$ cat src/hw/rtl/assert_macros.svh
// assertion macros shared by the rtl files
// every macro samples on clk_i; the first one is held off while rst_ni is low
`ifndef ASSERT_MACROS_SVH
`define ASSERT_MACROS_SVH

// checked only out of reset
`define PSPL_ASSERT(lbl, prop, msg) \
  lbl: assert property (@(posedge clk_i) disable iff (!rst_ni) prop) else $error(msg);

// checked on every edge, reset included
`define PSPL_ASSERT_ALWAYS(lbl, prop, msg) \
  lbl: assert property (@(posedge clk_i) prop) else $error(msg);

`endif

$ cat src/hw/rtl/pspl_pkg.sv
// types and constants of the path point speed limiter
// used by the controller, the datapath and the top level
package pspl_pkg;

  localparam int unsigned CoordBits = 24;
  localparam int unsigned TimeW     = 32;
  localparam int unsigned SpeedW    = 32;
  localparam int unsigned CfgIdxW   = 2;

  // squared distance scaled by 2^16, its root, and root * 25600
  localparam int unsigned RadW      = 2 * CoordBits + 18;
  localparam int unsigned RootW     = CoordBits + 9;
  localparam int unsigned RemW      = RootW + 3;
  localparam int unsigned NumW      = RootW + 15;
  localparam int unsigned SqrtSteps = RootW;
  localparam int unsigned DivSteps  = NumW;
  localparam int unsigned CntW      = $clog2(NumW);

  localparam logic [SpeedW-1:0] DefaultSpeed = 32'd65536;
  localparam logic [SpeedW-1:0] ManualReset  = 32'd65536;
  localparam logic [SpeedW-1:0] LimitReset   = 32'd131072;

  typedef enum logic [CfgIdxW-1:0] {
    CFG_MODE         = 2'd0,
    CFG_MANUAL_SPEED = 2'd1,
    CFG_SPEED_LIMIT  = 2'd2
  } cfg_reg_e;

  typedef enum logic [2:0] {
    ST_IDLE,
    ST_SQUARE,
    ST_ROOT,
    ST_SCALE,
    ST_DIVIDE,
    ST_FINISH
  } pspl_state_e;

  typedef struct packed {
    logic                        first_point;
    logic [TimeW-1:0]            time_us;
    logic signed [CoordBits-1:0] pos_x;
    logic signed [CoordBits-1:0] pos_y;
    logic signed [CoordBits-1:0] pos_z;
  } pspl_in_t;

  typedef struct packed {
    logic [TimeW-1:0]            out_time_us;
    logic signed [CoordBits-1:0] out_x;
    logic signed [CoordBits-1:0] out_y;
    logic signed [CoordBits-1:0] out_z;
    logic [SpeedW-1:0]           point_speed;
    logic                        speed_limited;
  } pspl_out_t;

  typedef struct packed {
    logic       load;
    logic       sq_en;
    logic [1:0] sq_sel;
    logic       rt_step;
    logic       scale;
    logic       dv_step;
    logic       out_load;
  } pspl_cmd_t;

  typedef struct packed {
    logic special;
  } pspl_stat_t;

endpackage

$ cat src/hw/rtl/path_point_speed_limiter_core.sv
// path point speed: speed = |p - p_prev| * 256 * 25600 / dt, clamped to speed_limit
// computed points: squares of the three axes, the bit-serial square root, the scaling and the bit-serial
// divider run in turn; a new item is taken only once the last one has reached the output register
// manual mode, first point or non-increasing time: the square, root and divide steps are skipped
// the output register holds a result while the next item is taken and worked on
// async active-low reset: idle, output empty, config at reset values, previous point zero
module path_point_speed_limiter_core import pspl_pkg::*; (
  input  logic               clk_i,
  input  logic               rst_ni,
  input  logic               cfg_we_i,
  input  logic [CfgIdxW-1:0] cfg_idx_i,
  input  logic [SpeedW-1:0]  cfg_data_i,
  input  logic               in_valid_i,
  output logic               in_stall_o,
  input  pspl_in_t           in_item_i,
  output logic               out_valid_o,
  input  logic               out_stall_i,
  output pspl_out_t          out_item_o
);

  pspl_cmd_t  cmd;
  pspl_stat_t stat;

  pspl_ctrl u_ctrl (
    .clk_i       (clk_i),
    .rst_ni      (rst_ni),
    .in_valid_i  (in_valid_i),
    .in_stall_o  (in_stall_o),
    .out_valid_o (out_valid_o),
    .out_stall_i (out_stall_i),
    .stat_i      (stat),
    .cmd_o       (cmd)
  );

  pspl_datapath u_datapath (
    .clk_i      (clk_i),
    .rst_ni     (rst_ni),
    .cfg_we_i   (cfg_we_i),
    .cfg_idx_i  (cfg_idx_i),
    .cfg_data_i (cfg_data_i),
    .in_item_i  (in_item_i),
    .cmd_i      (cmd),
    .stat_o     (stat),
    .out_item_o (out_item_o)
  );

endmodule

$ cat src/hw/rtl/pspl_datapath.sv
// datapath: config registers, previous point, squares, bit-serial root and divider
// depends on pspl_pkg; driven by pspl_ctrl commands
module pspl_datapath import pspl_pkg::*; (
  input  logic                clk_i,
  input  logic                rst_ni,
  input  logic                cfg_we_i,
  input  logic [CfgIdxW-1:0]  cfg_idx_i,
  input  logic [SpeedW-1:0]   cfg_data_i,
  input  pspl_in_t            in_item_i,
  input  pspl_cmd_t           cmd_i,
  output pspl_stat_t          stat_o,
  output pspl_out_t           out_item_o
);

  logic                 mode_q;
  logic [SpeedW-1:0]    manual_q, limit_q;
  logic [TimeW-1:0]     prev_time_q;
  logic [CoordBits-1:0] prev_x_q, prev_y_q, prev_z_q;

  logic [TimeW-1:0]     echo_time_q;
  logic [CoordBits-1:0] echo_x_q, echo_y_q, echo_z_q;
  logic                 special_q;
  logic [SpeedW-1:0]    spec_speed_q;
  logic                 spec_lim_q;
  logic [TimeW-1:0]     dt_q;
  logic [CoordBits-1:0] dx_q, dy_q, dz_q;
  logic [RadW-1:0]      rad_q;
  logic [RemW-1:0]      rem_q;
  logic [RootW-1:0]     root_q;
  logic [NumW-1:0]      num_q;
  logic [TimeW-1:0]     drem_q;
  pspl_out_t            out_q;

  // configuration
  always_ff @(posedge clk_i or negedge rst_ni) begin
    if (!rst_ni) begin
      mode_q   <= 1'b0;
      manual_q <= ManualReset;
      limit_q  <= LimitReset;
    end else if (cfg_we_i) begin
      unique case (cfg_idx_i)
        CFG_MODE:         mode_q   <= cfg_data_i[0];
        CFG_MANUAL_SPEED: manual_q <= cfg_data_i;
        CFG_SPEED_LIMIT:  limit_q  <= cfg_data_i;
        default: ;
      endcase
    end
  end

  // absolute coordinate differences against the previous point
  function automatic logic [CoordBits-1:0] abs_diff(logic [CoordBits-1:0] a,
                                                    logic [CoordBits-1:0] b);
    logic [CoordBits:0] d;
    d = {a[CoordBits-1], a} - {b[CoordBits-1], b};
    if (d[CoordBits]) begin
      d = ~d + 1'b1;
    end
    return d[CoordBits-1:0];
  endfunction

  logic time_back;
  logic manual_over;
  assign time_back   = in_item_i.time_us <= prev_time_q;
  assign manual_over = manual_q > limit_q;

  // previous point follows every accepted item
  always_ff @(posedge clk_i or negedge rst_ni) begin
    if (!rst_ni) begin
      prev_time_q <= '0;
      prev_x_q    <= '0;
      prev_y_q    <= '0;
      prev_z_q    <= '0;
    end else if (cmd_i.load) begin
      prev_time_q <= in_item_i.time_us;
      prev_x_q    <= in_item_i.pos_x;
      prev_y_q    <= in_item_i.pos_y;
      prev_z_q    <= in_item_i.pos_z;
    end
  end

  always_ff @(posedge clk_i or negedge rst_ni) begin
    if (!rst_ni) begin
      special_q <= 1'b0;
    end else if (cmd_i.load) begin
      special_q <= mode_q | in_item_i.first_point | time_back;
    end
  end

  // square unit, one axis per cycle
  logic [CoordBits-1:0]   sq_in;
  logic [2*CoordBits-1:0] sq;
  always_comb begin
    case (cmd_i.sq_sel)
      2'd0:    sq_in = dx_q;
      2'd1:    sq_in = dy_q;
      default: sq_in = dz_q;
    endcase
  end
  assign sq = {{CoordBits{1'b0}}, sq_in} * {{CoordBits{1'b0}}, sq_in};

  // root digit: two radicand bits per step
  logic [RemW-1:0] rt_shift, rt_trial;
  logic            rt_fit;
  assign rt_shift = {rem_q[RemW-3:0], rad_q[RadW-1:RadW-2]};
  assign rt_trial = {1'b0, root_q, 2'b01};
  assign rt_fit   = rt_shift >= rt_trial;

  // divider digit: one quotient bit per step
  logic [TimeW:0] dv_shift;
  logic           dv_fit;
  assign dv_shift = {drem_q, num_q[NumW-1]};
  assign dv_fit   = dv_shift >= {1'b0, dt_q};

  // root * 25600 = (root * 25) << 10
  logic [NumW-1:0] root_ext, scaled;
  assign root_ext = NumW'(root_q);
  assign scaled   = ((root_ext << 4) + (root_ext << 3) + root_ext) << 10;

  always_ff @(posedge clk_i) begin
    if (cmd_i.load) begin
      echo_time_q <= in_item_i.time_us;
      echo_x_q    <= in_item_i.pos_x;
      echo_y_q    <= in_item_i.pos_y;
      echo_z_q    <= in_item_i.pos_z;
      dt_q        <= in_item_i.time_us - prev_time_q;
      dx_q        <= abs_diff(in_item_i.pos_x, prev_x_q);
      dy_q        <= abs_diff(in_item_i.pos_y, prev_y_q);
      dz_q        <= abs_diff(in_item_i.pos_z, prev_z_q);
      rad_q       <= '0;
      rem_q       <= '0;
      root_q      <= '0;
      drem_q      <= '0;
      if (mode_q) begin
        spec_speed_q <= manual_over ? limit_q : manual_q;
        spec_lim_q   <= manual_over;
      end else if (in_item_i.first_point) begin
        spec_speed_q <= DefaultSpeed;
        spec_lim_q   <= 1'b0;
      end else begin
        spec_speed_q <= limit_q;
        spec_lim_q   <= 1'b1;
      end
    end
    if (cmd_i.sq_en) begin
      rad_q <= rad_q + {2'b00, sq, 16'h0000};
    end
    if (cmd_i.rt_step) begin
      rad_q  <= {rad_q[RadW-3:0], 2'b00};
      rem_q  <= rt_fit ? rt_shift - rt_trial : rt_shift;
      root_q <= {root_q[RootW-2:0], rt_fit};
    end
    if (cmd_i.scale) begin
      num_q <= scaled;
    end
    if (cmd_i.dv_step) begin
      drem_q <= dv_fit ? TimeW'(dv_shift - {1'b0, dt_q}) : dv_shift[TimeW-1:0];
      num_q  <= {num_q[NumW-2:0], dv_fit};
    end
  end

  // clamp and output register
  logic calc_over;
  assign calc_over = num_q > NumW'(limit_q);

  always_ff @(posedge clk_i) begin
    if (cmd_i.out_load) begin
      out_q.out_time_us <= echo_time_q;
      out_q.out_x       <= echo_x_q;
      out_q.out_y       <= echo_y_q;
      out_q.out_z       <= echo_z_q;
      if (special_q) begin
        out_q.point_speed   <= spec_speed_q;
        out_q.speed_limited <= spec_lim_q;
      end else begin
        out_q.point_speed   <= calc_over ? limit_q : num_q[SpeedW-1:0];
        out_q.speed_limited <= calc_over;
      end
    end
  end

  assign stat_o.special = special_q;
  assign out_item_o     = out_q;

endmodule

$ cat src/hw/rtl/pspl_ctrl.sv
// controller: sequences squares, root and divide steps, owns both handshakes
// depends on pspl_pkg and assert_macros.svh; commands pspl_datapath
`include "assert_macros.svh"

module pspl_ctrl import pspl_pkg::*; (
  input  logic       clk_i,
  input  logic       rst_ni,
  input  logic       in_valid_i,
  output logic       in_stall_o,
  output logic       out_valid_o,
  input  logic       out_stall_i,
  input  pspl_stat_t stat_i,
  output pspl_cmd_t  cmd_o
);

  pspl_state_e     state_q, state_d;
  logic [CntW-1:0] cnt_q, cnt_d;
  logic            out_valid_q, out_valid_d;
  logic            slot_free;

  assign slot_free = !out_valid_q || !out_stall_i;

  always_ff @(posedge clk_i or negedge rst_ni) begin
    if (!rst_ni) begin
      state_q     <= ST_IDLE;
      cnt_q       <= '0;
      out_valid_q <= 1'b0;
    end else begin
      state_q     <= state_d;
      cnt_q       <= cnt_d;
      out_valid_q <= out_valid_d;
    end
  end

  always_comb begin
    state_d    = state_q;
    cnt_d      = cnt_q;
    cmd_o      = '0;
    in_stall_o = 1'b1;
    unique case (state_q)
      ST_IDLE: begin
        in_stall_o = 1'b0;
        cnt_d      = '0;
        if (in_valid_i) begin
          cmd_o.load = 1'b1;
          state_d    = ST_SQUARE;
        end
      end
      ST_SQUARE: begin
        if (stat_i.special) begin
          state_d = ST_FINISH;
        end else begin
          cmd_o.sq_en  = 1'b1;
          cmd_o.sq_sel = cnt_q[1:0];
          if (cnt_q == CntW'(2)) begin
            cnt_d   = '0;
            state_d = ST_ROOT;
          end else begin
            cnt_d = cnt_q + 1'b1;
          end
        end
      end
      ST_ROOT: begin
        cmd_o.rt_step = 1'b1;
        if (cnt_q == CntW'(SqrtSteps - 1)) begin
          cnt_d   = '0;
          state_d = ST_SCALE;
        end else begin
          cnt_d = cnt_q + 1'b1;
        end
      end
      ST_SCALE: begin
        cmd_o.scale = 1'b1;
        state_d     = ST_DIVIDE;
      end
      ST_DIVIDE: begin
        cmd_o.dv_step = 1'b1;
        if (cnt_q == CntW'(DivSteps - 1)) begin
          cnt_d   = '0;
          state_d = ST_FINISH;
        end else begin
          cnt_d = cnt_q + 1'b1;
        end
      end
      ST_FINISH: begin
        if (slot_free) begin
          cmd_o.out_load = 1'b1;
          state_d        = ST_IDLE;
        end
      end
      default: begin
        state_d = ST_IDLE;
      end
    endcase
  end

  always_comb begin
    if (cmd_o.out_load) begin
      out_valid_d = 1'b1;
    end else if (!out_stall_i) begin
      out_valid_d = 1'b0;
    end else begin
      out_valid_d = out_valid_q;
    end
  end

  assign out_valid_o = out_valid_q;

  `PSPL_ASSERT(a_load_needs_free_slot, cmd_o.out_load |-> (!out_valid_q || !out_stall_i), "result overwrites a waiting item")
  `PSPL_ASSERT(a_accept_starts_work, (in_valid_i && !in_stall_o) |=> (state_q == ST_SQUARE), "accepted item did not start work")
  `PSPL_ASSERT(a_root_count_bound, (state_q == ST_ROOT) |-> (cnt_q < CntW'(SqrtSteps)), "root step count overran")
  `PSPL_ASSERT(a_result_kept, (out_valid_q && out_stall_i) |=> out_valid_q, "stalled result dropped")
  `PSPL_ASSERT_ALWAYS(a_reset_idle, !rst_ni |=> (state_q == ST_IDLE && !out_valid_q), "reset did not clear the controller")

endmodule

$ cat config.mk
export PLATFORM = sky130hd
export DESIGN_NAME = path_point_speed_limiter_core
export DESIGN_NICKNAME = d
export VERILOG_FILES = /design/src/hw/rtl/pspl_pkg.sv /design/src/hw/rtl/path_point_speed_limiter_core.sv /design/src/hw/rtl/pspl_datapath.sv /design/src/hw/rtl/pspl_ctrl.sv
export VERILOG_INCLUDE_DIRS = /design/src /design/src/hw/rtl
export SDC_FILE = /design/constraint.sdc
export NUM_CORES = 2
export LEC_CHECK = 0
export ABC_CLOCK_PERIOD_IN_PS = 9900
export BUFFER_PORTS_ARGS = -buffer_cell sky130_fd_sc_hd__buf_4
export CORE_ASPECT_RATIO = 1.1
export CORE_MARGIN = 4
export CORE_UTILIZATION = 31
export CTS_CLUSTER_DIAMETER = 120
export DETAILED_ROUTE_END_ITERATION = 10
export HOLD_SLACK_MARGIN = 0.12
export MAX_ROUTING_LAYER = met4
export PLACE_DENSITY = 0.43
export SETUP_SLACK_MARGIN = 0.05
export SYNTH_ARGS = -nofsm -noshare
export SYNTH_HDL_FRONTEND = slang
export SYNTH_SLANG_ARGS = --single-unit
$ cat constraint.sdc
create_clock -name clk_i -period 9.9 [get_ports clk_i]
set_clock_uncertainty 0.05 [all_clocks]
set_input_delay 0.99 -clock clk_i [delete_from_list [all_inputs] [get_ports clk_i]]
set_output_delay 0.99 -clock clk_i [all_outputs]
set_load 0.005 [all_outputs]
==> impl_results.md <==
* Status: complete, but fails checks
* Failing checks: negative setup slack
* Worst r2r dst: u_datapath.rad_q[58]$_DFFE_PP_
* Remaining global-route overflow at 0
* Number of synthesized flops with an enable pin at 589
* Detail Placement HPWL at 139 mm
* Clock Path Buffers at 3
* Synth warn at 0
* Count leader, synth: inv_1
* Post-Route WL at 179 mm
* R2R Setup Slk at -0.13 ns
* Unrepaired setup endpoints after global routing: yes
* Max-Cap Viols at 0
* Top_reg_cell synth: edfxtp_1
* Dpl cell area at 70100 µm²
* Synth top area cells: edfxtp_1 (29%), fa_1 (15%), ha_1 (10%)
* Crit path required time at 10.33 ns
* Clk sinks at 771
* Final hold violations at 0
* Mapped Cells at 6145
* GP Congestion at 0.865
* Least-Margin Pin Slew at 1.15 ns
* CTS tree: done
* Worst Hold Class: in -> async
* Final instance area at 75100 µm²
* DRC at 0
* Crit-path slowest cell: fa_1
* Reg clk slew, reported paths at 0.07 ns
* Sequential share of the synthesized area at 36.2%
* DR WL/cell at 18.8 µm
* Vias in the first global route at 47.5k
* Worst Path Max Fanout at 6
* Final Cycle Share at 101%
* Layout cells sized above 1 at 19.3%
* Worst r2r src: u_ctrl.state_q[1]$_DFFE_PN0P_
* Fillers at 19.7k
* Syn avg cell area at 10.0 µm²
* Asr flop ratio synth at 23.3%
* Crit end category: flop
* WS Path Type: reg -> reg
* Multi-input gate area at 36200 µm²
* Post-synth top area share at 28.8%
* Via density at 4.77
* Worst setup SP type: flop
* Syn Std Cell Area at 61500 µm²
* Initial antenna violation count at 10
* Count of pins over their slew limit at 0
* Final TNS setup at -0.531 ns
* Final net count at 7945
* Total iterations of the first detailed-routing run at 5
* Number of synthesized register bits at 771
* Htree depth at 3
* Final ANT Viol Nets at 0
* Die H at 475 µm
* Final worst path period need at 10.03 ns
* Max Clk Rate at 99.7 MHz
* Sequential cell area at 22200 µm²
* Slew margin rel. at 23.1%
* First-pass GRT wire length at 280 mm
* Area Growth Syn to Fin at 22.1%
* Number of port buffers at 282
* Synth area leader: edfxtp_1
* Core Area at 197000 µm²
* DRT iter0 DRCs at 2347
* Syn Nets at 7251
* CP max stage delay at 0.56 ns
* Total GRT Usage at 17.9%
* Synth unique cells at 108
* Final setup violation count at 9
* Clock root cell: clkbuf_16
* Vias at 45.5k
* CTS buffer count at 96
* Clk_lat worst skew at 0.74 ns
* Worst reg2reg path depth at 47
* Top cells by count, synth: inv_1 (891), edfxtp_1 (589), nand2_1 (589)
* I/O Pins at 283
* Setup ws final at -0.130 ns
* Row Count at 171
* DIE AREA at 205000 µm²
* Effective utilization at floorplan at 31.2%
* Arrival @ worst endpoint at 10.46 ns
* Die Wd at 433 µm
* Largest net degree at the start of global routing at 183
[state kept, by name, summed over array words and instances, names as in the netlist, 3 cells and up]
name                     flops
u_datapath.rad_q            66
u_datapath.echo_z_q         24
u_datapath.manual_q         32
u_datapath.dt_q             32
u_datapath.prev_x_q         24
u_datapath.prev_y_q         24
u_datapath.echo_x_q         24
u_ctrl.state_q               3
u_datapath.drem_q           32
u_datapath.limit_q          32
u_datapath.prev_time_q      32
u_datapath.dx_q             24
u_datapath.prev_z_q         24
u_ctrl.cnt_q                 6
u_datapath.root_q           33
u_datapath.echo_y_q         24
u_datapath.out_item_o      137
u_datapath.spec_speed_q     32
u_datapath.echo_time_q      32
u_datapath.dz_q             24
u_datapath.rem_q            34
u_datapath.dy_q             24
u_datapath.num_q            48
[through the flow]
stage | hold WS [ns] | worst slack, ns | cells | utilization (%)
6_report | 0.255 | -0.130 | 9524 | 38.1
5_1_grt | 0.267 | -0.617 | 9524 | 38.1
4_1_cts | 0.221 | -0.152 | 9493 | 37.7
3_5_place_dp | 0.355 | -0.724 | 9276 | 35.5
3_3_place_gp | 0.351 | -0.725 | 9276 | 35.5
2_1_floorplan | 0.350 | 0.0324 | 6145 | -
[cell type report]
type / instances / share of cell area [%]
Antenna cell: 6 / 0.0200
Inverter: 896 / 4.51
Timing Repair Buffer: 810 / 8.84
Tap cell: 2595 / 4.33
Clock buffer: 123 / 3.48
Multi-Input combinational cell: 4264 / 48.2
Clock inverter: 59 / 0.957
Sequential cell: 771 / 29.6
[what timing repair did]
action | in CTS | in global routing
setup buffers | 33 | 27
pin swaps | 59 | 83
resized for setup | 148 | 110
gates cloned | 3 | 0
endpoints found under the hold margin | 0 | 0
hold buffers | 0 | 0
setup endpoints to repair | 22 | 25
[layer usage]
layer	GRT usage, %	part of all wire, %	up-vias	routed length (µm)
li1	-	-	22400	-
met1	23.8	47	22300	84300
met2	29.3	48	650	85100
met3	2.44	3.4	170	6090
met4	3.58	1.8	0	3280
met5	-	0	-	0
[cells in the final DEF, fill, tap and decap left out, types with 24 or more instances in the layout]
| cell | Yosys | routed |
|---|---|---|
| nor3_1 | 59 | 55 |
| inv_1 | 891 | 868 |
| xor2_1 | 109 | 109 |
| mux2_2 | 69 | 69 |
| a31oi_1 | 44 | 41 |
| nor2_1 | 438 | 399 |
| a21oi_1 | 381 | 337 |
| a21o_1 | 138 | 137 |
| a21oi_2 | 3 | 46 |
| nand2_2 | 0 | 24 |
| o21bai_1 | 41 | 40 |
| o21a_1 | 53 | 53 |
| nand2b_1 | 47 | 47 |
| and3_1 | 28 | 28 |
| buf_4 | 0 | 751 |
| buf_12 | 0 | 32 |
| nor2b_1 | 50 | 49 |
| clkbuf_16 | 0 | 97 |
| dfrtp_1 | 178 | 177 |
| mux2i_1 | 84 | 84 |
| and2_1 | 40 | 39 |
| nand3_1 | 120 | 116 |
| nand4_1 | 54 | 54 |
| o21ai_0 | 362 | 352 |
| ha_1 | 497 | 480 |
| xnor2_1 | 212 | 208 |
| fa_1 | 465 | 448 |
| edfxtp_1 | 589 | 589 |
| nand2_1 | 589 | 564 |
[critical path, delay by kind of cell (launching register included)]
kind / cells / cell delay (ns)
AO/OA/AOI/OAI: 15 / 2.57
XOR/XNOR: 2 / 0.30
adder cells (fa/ha/maj): 9 / 4.02
buffers and inverters: 11 / 1.06
flip-flops: 1 / 0.39
AND/OR/NAND/NOR: 10 / 1.37
[cell families (layout without fill, tap and decap cells)]
| kind of cell | Yosys count | in the layout | share of synthesized area [%] |
|---|---|---|---|
| compound gates | 1280 | 1280 | 13.0 |
| xor+xnor | 321 | 321 | 4.57 |
| fa+ha+maj | 962 | 962 | 25.3 |
| buf+inv | 1110 | 1888 | 6.83 |
| flops | 771 | 771 | 36.2 |
| mux | 153 | 153 | 2.63 |
| other cells | 0 | 6 | 0 |
| simple gates | 1548 | 1548 | 11.5 |
[how the worst max path moves through the flow]
stage                             startpoint                             end  slack (ns)  cells past startpoint
2_1_floorplan  u_ctrl.state_q[1]$_DFFE_PN0P_  u_datapath.rad_q[58]$_DFFE_PP_        0.03                     48
3_3_place_gp   u_ctrl.state_q[1]$_DFFE_PN0P_  u_datapath.rad_q[63]$_DFFE_PP_       -0.72                     44
3_5_place_dp   u_ctrl.state_q[1]$_DFFE_PN0P_  u_datapath.rad_q[63]$_DFFE_PP_       -0.72                     44
4_1_cts        u_ctrl.state_q[1]$_DFFE_PN0P_  u_datapath.rad_q[58]$_DFFE_PP_       -0.15                     48
5_1_grt        u_ctrl.state_q[1]$_DFFE_PN0P_  u_datapath.rad_q[58]$_DFFE_PP_       -0.62                     47
6_report       u_ctrl.state_q[1]$_DFFE_PN0P_  u_datapath.rad_q[58]$_DFFE_PP_       -0.13                     47
Power is not shown: default switching activity piles up to over one toggle a cycle in this logic, so the estimate is an artifact.
